File: src/rtl/core/spp_pkg.sv
`timescale 1ns / 1ps
package spp_pkg;

  localparam int COORD_W   = 32;
  localparam int FRAC_BITS = 8;
  localparam int RADIUS_W  = 31;
  localparam int PENALTY_W = 27;
  localparam int LIMB_W    = 32;
  localparam int CFG_IDX_W = 2;

  localparam logic [CFG_IDX_W-1:0] CFG_AVOID_X = 2'd0;
  localparam logic [CFG_IDX_W-1:0] CFG_AVOID_Y = 2'd1;
  localparam logic [CFG_IDX_W-1:0] CFG_AVOID_Z = 2'd2;
  localparam logic [CFG_IDX_W-1:0] CFG_RADIUS  = 2'd3;

  // per-item control that travels beside the wide datapath
  typedef struct packed {
    logic valid;
    logic hit;
  } spp_ctl_t;

endpackage

File: src/rtl/core/spp_mul.sv
`timescale 1ns / 1ps
// signed multiply, registered in steps: magnitudes, limb products, sum and sign
module spp_mul import spp_pkg::*; #(
  parameter int AW = COORD_W,
  parameter int BW = COORD_W
) (
  input  logic                     clk,
  input  logic                     ce,
  input  logic signed [AW-1:0]     a,
  input  logic signed [BW-1:0]     b,
  output logic signed [AW+BW-1:0]  p
);

  localparam int NA = (AW + LIMB_W - 1) / LIMB_W;
  localparam int NB = (BW + LIMB_W - 1) / LIMB_W;
  localparam int AP = NA * LIMB_W;
  localparam int BP = NB * LIMB_W;
  localparam int PP = AP + BP;

  logic [AP-1:0]         ma_r;
  logic [BP-1:0]         mb_r;
  logic                  neg_r;
  logic                  neg2_r;
  logic [2*LIMB_W-1:0]   pp_r [NA][NB];
  logic [PP-1:0]         sum;
  logic signed [AW+BW-1:0] p_r;

  always_ff @(posedge clk) begin
    if (ce) begin
      ma_r   <= AP'($unsigned(a[AW-1] ? -a : a));
      mb_r   <= BP'($unsigned(b[BW-1] ? -b : b));
      neg_r  <= a[AW-1] ^ b[BW-1];
      neg2_r <= neg_r;
    end
  end

  for (genvar i = 0; i < NA; i++) begin : g_row
    for (genvar j = 0; j < NB; j++) begin : g_col
      always_ff @(posedge clk) begin
        if (ce) begin
          pp_r[i][j] <= (2*LIMB_W)'(ma_r[i*LIMB_W +: LIMB_W]) *
                        (2*LIMB_W)'(mb_r[j*LIMB_W +: LIMB_W]);
        end
      end
    end
  end

  always_comb begin
    sum = '0;
    for (int i = 0; i < NA; i++) begin
      for (int j = 0; j < NB; j++) begin
        sum = sum + (PP'(pp_r[i][j]) << (LIMB_W * (i + j)));
      end
    end
  end

  always_ff @(posedge clk) begin
    if (ce) begin
      p_r <= neg2_r ? -((AW+BW)'(sum)) : (AW+BW)'(sum);
    end
  end

  assign p = p_r;

endmodule

File: config.mk
export PLATFORM = sky130hd
export DESIGN_NAME = spp_mul
export DESIGN_NICKNAME = d
export VERILOG_FILES = /design/src/rtl/core/spp_pkg.sv /design/src/rtl/core/spp_mul.sv
export SDC_FILE = /design/constraint.sdc
export NUM_CORES = 2
export LEC_CHECK = 0
export BUFFER_PORTS_ARGS = -buffer_cell sky130_fd_sc_hd__buf_2
export CAP_MARGIN = 20
export CORE_ASPECT_RATIO = 0.75
export CORE_MARGIN = 4
export CORE_UTILIZATION = 56
export DETAILED_ROUTE_END_ITERATION = 16
export PLACE_DENSITY_LB_ADDON = 0.08
export SLEW_MARGIN = 5
export SYNTH_ARGS = -nofsm -noshare
export SYNTH_HDL_FRONTEND = slang
export SYNTH_SLANG_ARGS = --single-unit
File: constraint.sdc
create_clock -name clk -period 12.99 [get_ports clk]
set_input_delay 2.598 -clock clk [delete_from_list [all_inputs] [get_ports clk]]
set_output_delay 2.598 -clock clk [all_outputs]
set_load 0.01 [all_outputs]
==> key figures <==
Run status
  – Status: complete, no violations

Clock tree
  – CTS Sinks: between 150 and 200
  – Bufs on Longest Clock Path: 2
  – H-tree depth: 4
  – Clk_lat worst skew: ~0.5 ns
  – CTS tree: yes
  – Clk root buf: clkbuf_16
  – Resized cells post-CTS: 0
  – Inserted Clock Buffers: 17
  – CTS Hold Bufs: 0
  – # Post-CTS Setup Buffers: 0
  – Clock-pin slew on the worst setup and hold paths: roughly 0.09 ns

Global routing
  – Initial antenna violation count: 3
  – First-pass GRT wire length: approximately 170,000 um
  – Vias in the first global route: 30.4k
  – Gr usage total: 28.7%
  – Largest net degree at the start of global routing: 76
  – Grt total ovfl: 0

Worst setup path
  – Family with the most delay on the worst path: adder cells
  – R2R cell count: 21
  – CP peak stage delay: 0.66 ns
  – Reg-to-reg setup timing slack: 4.17 ns
  – Worst path bufs/invs: 3
  – Worst path slowest cell: edfxtp_1
  – Reg2Reg Capture Point: pp_r[0][63]$_DFFE_PP_
  – Crit Path Class: reg -> reg
  – Crit start category: flip-flop
  – CP Cell Sequence: buf_16 > and2_1 > fa_1 > fa_1 > fa_1 > inv_1 > fa_1 > inv_1 > fa_1 > fa_1 > fa_1 > fa_1 > ha_1 > nand4_1 > or4_1 > a211oi_1 > o2111ai_1 > o31ai_1 > a221oi_1 > o21a_1 > xnor2_1
  – Critical path required time: between 10 and 15 ns
  – FF-to-FF Start: mb_r[5]$_DFFE_PP_
  – Worst-path fanout max: 19
  – Crit path top cell by count: fa_1
  – Crit path arrival time: 9.07 ns
  – Setup crit end kind: flip-flop

Worst hold path
  – Hold Path End: neg2_r$_DFFE_PP_
  – Hold Startpoint: neg_r$_DFFE_PP_
  – Hold WC Path Type: reg -> reg
  – Hold depth: 0

Logic synthesis
  – Cell count after synthesis: 4,180
  – Register area share after synthesis: around 14%
  – Syn_nets: between 5k and 6k
  – Syn. warnings: 0
  – Top cell type's share of synthesized area: 43.3%
  – Synth unique cells: 60
  – Yosys reg bits: roughly 190
  – Synth Area per Inst: around 9.9 um^2
  – Async SR Flop Fraction: 0%
  – Synth top area cells: fa_1, edfxtp_1, and2_1
  – Cell Area, Synth: 41,400 um^2
  – Yosys top cell by area: fa_1
  – Ys flop type: edfxtp_1
  – EDFF count, synth: 194

Drt
  – Iteration-0 DRC Markers: ~1.9k
  – DRT Wirelength: roughly 110,000 um
  – Average wire per standard cell: 20.9 um
  – Via-to-Cell Ratio: 5.52
  – Total number of vias: around 28k
  – Post-DRT Antenna Nets: 0
  – DRC: 0
  – TritonRoute pass-1 iters: 5

Finish
  – Area delta synth->final: 5.18%
  – Fraction of layout cells with a size suffix above 1: approximately 5.9%
  – Nets: 5,397
  – Most frequent cells in the layout: fa_1, inv_1, and2_1, nand2_1, ha_1
  – Most common cell after layout, fill and taps aside: fa_1
  – Filler Cell Count: approximately 6.4k

STA
  – Slew of the pin with the lowest slew margin: approximately 0.9 ns
  – RSZ-0062 raised after global routing: no
  – Final hold vios: 0
  – Fin crit share: 67.9%
  – Post-Route Skew: 0.0246 ns
  – Final Max Tran Viols: 0
  – Setup_tns: 0 ns
  – Max_slew headroom: about two fifths
  – Fmax: 0.113 GHz
  – Final setup fails: 0
  – Post-route minimum period: between 8 and 9 ns

Flow run
  – Max-cap violations: 0

Floorplan
  – Die width: between 300 and 400 um
  – Row count: 86
  – Core area: 73,400 um^2
  – Die area: 78,400 um^2
  – Initial Util: between 50% and 60%
  – Die H: about 240 um
  – I/O Pins: 130

Place
  – RD Place Congestion: 0.881
  – Post-DP HPWL: 81,700 um
  – Port Buffers: 129
[through the flow]
stage	cells	setup slack [ns]	instance area, um^2	util, %	hold slack [ns]
global placement	5114	4.12	42900	58.4	0.405
finish	5151	4.17	43500	59.3	0.429
floorplan	4180	5.46	41400	-	0.400
global route	5150	3.75	43500	59.3	0.441
CTS	5146	3.94	43400	59.2	0.434
detailed placement	5114	4.01	42900	58.4	0.417
[registers in the layout, indices dropped and copies added, names as in the netlist]
signal / flops
ma_r: 32
pp_r: 64
neg_r: 1
p: 64
neg2_r: 1
mb_r: 32
[Yosys cell counts, drive strengths merged, types with 5 or more instances]
cell / number
a211oi: 7
a21o: 32
a21oi: 64
a31oi: 10
and2: 630
and3: 11
buf: 5
clkbuf: 221
edfxtp: 194
fa: 896
ha: 266
inv: 859
nand2: 476
nand2b: 8
nand3: 10
nand4: 20
nor2: 29
nor2b: 10
nor3: 11
o21a: 15
o21ai: 73
o21bai: 11
o31ai: 37
o41ai: 18
or2: 7
or3: 17
or4: 17
xnor2: 154
xor2: 29
[how the worst max path moves through the flow]
stage                  startpoint                     to  slack, ns  cells past startpoint
2_1_floorplan   mb_r[2]$_DFFE_PP_  pp_r[0][61]$_DFFE_PP_       5.46                     25
3_3_place_gp   ma_r[16]$_DFFE_PP_  pp_r[0][63]$_DFFE_PP_       4.12                     20
3_5_place_dp   ma_r[16]$_DFFE_PP_  pp_r[0][63]$_DFFE_PP_       4.01                     20
4_1_cts        ma_r[16]$_DFFE_PP_  pp_r[0][63]$_DFFE_PP_       3.94                     20
5_1_grt        ma_r[16]$_DFFE_PP_  pp_r[0][61]$_DFFE_PP_       3.75                     24
6_report        mb_r[5]$_DFFE_PP_  pp_r[0][63]$_DFFE_PP_       4.17                     21
[metal layers]
layer	global-route usage (%)	wire, um	vias up
li1	-	-	12500
met1	39.1	45000	14900
met2	48.4	53100	807
met3	3.65	5860	179
met4	8.73	3500	0
met5	0	0	-
[logic make-up after synthesis]
family                   Yosys count  synth area share [%]
buffers and inverters           1085                  9.90
AND/OR/NAND/NOR                 1261                  16.1
XOR/XNOR                         183                  3.87
flip-flops                       194                  14.1
adder cells (fa/ha/maj)         1162                  51.4
AO/OA/AOI/OAI                    295                  4.66
[area by class of cell]
class | instances | area (um^2) | share of cell area (%)
Multi-Input combinational cell | 2901 | 31500 | 72.3
Timing Repair Buffer | 196 | 1240 | 2.84
Sequential cell | 194 | 5830 | 13.4
Clock inverter | 15 | 141 | 0.325
Antenna cell | 1 | 2.50 | 0.00575
Tap cell | 968 | 1210 | 2.78
Inverter | 859 | 3220 | 7.40
Clock buffer | 17 | 425 | 0.977
Power is not shown: default switching activity piles up to over one toggle a cycle in this logic, so the estimate is an artifact.
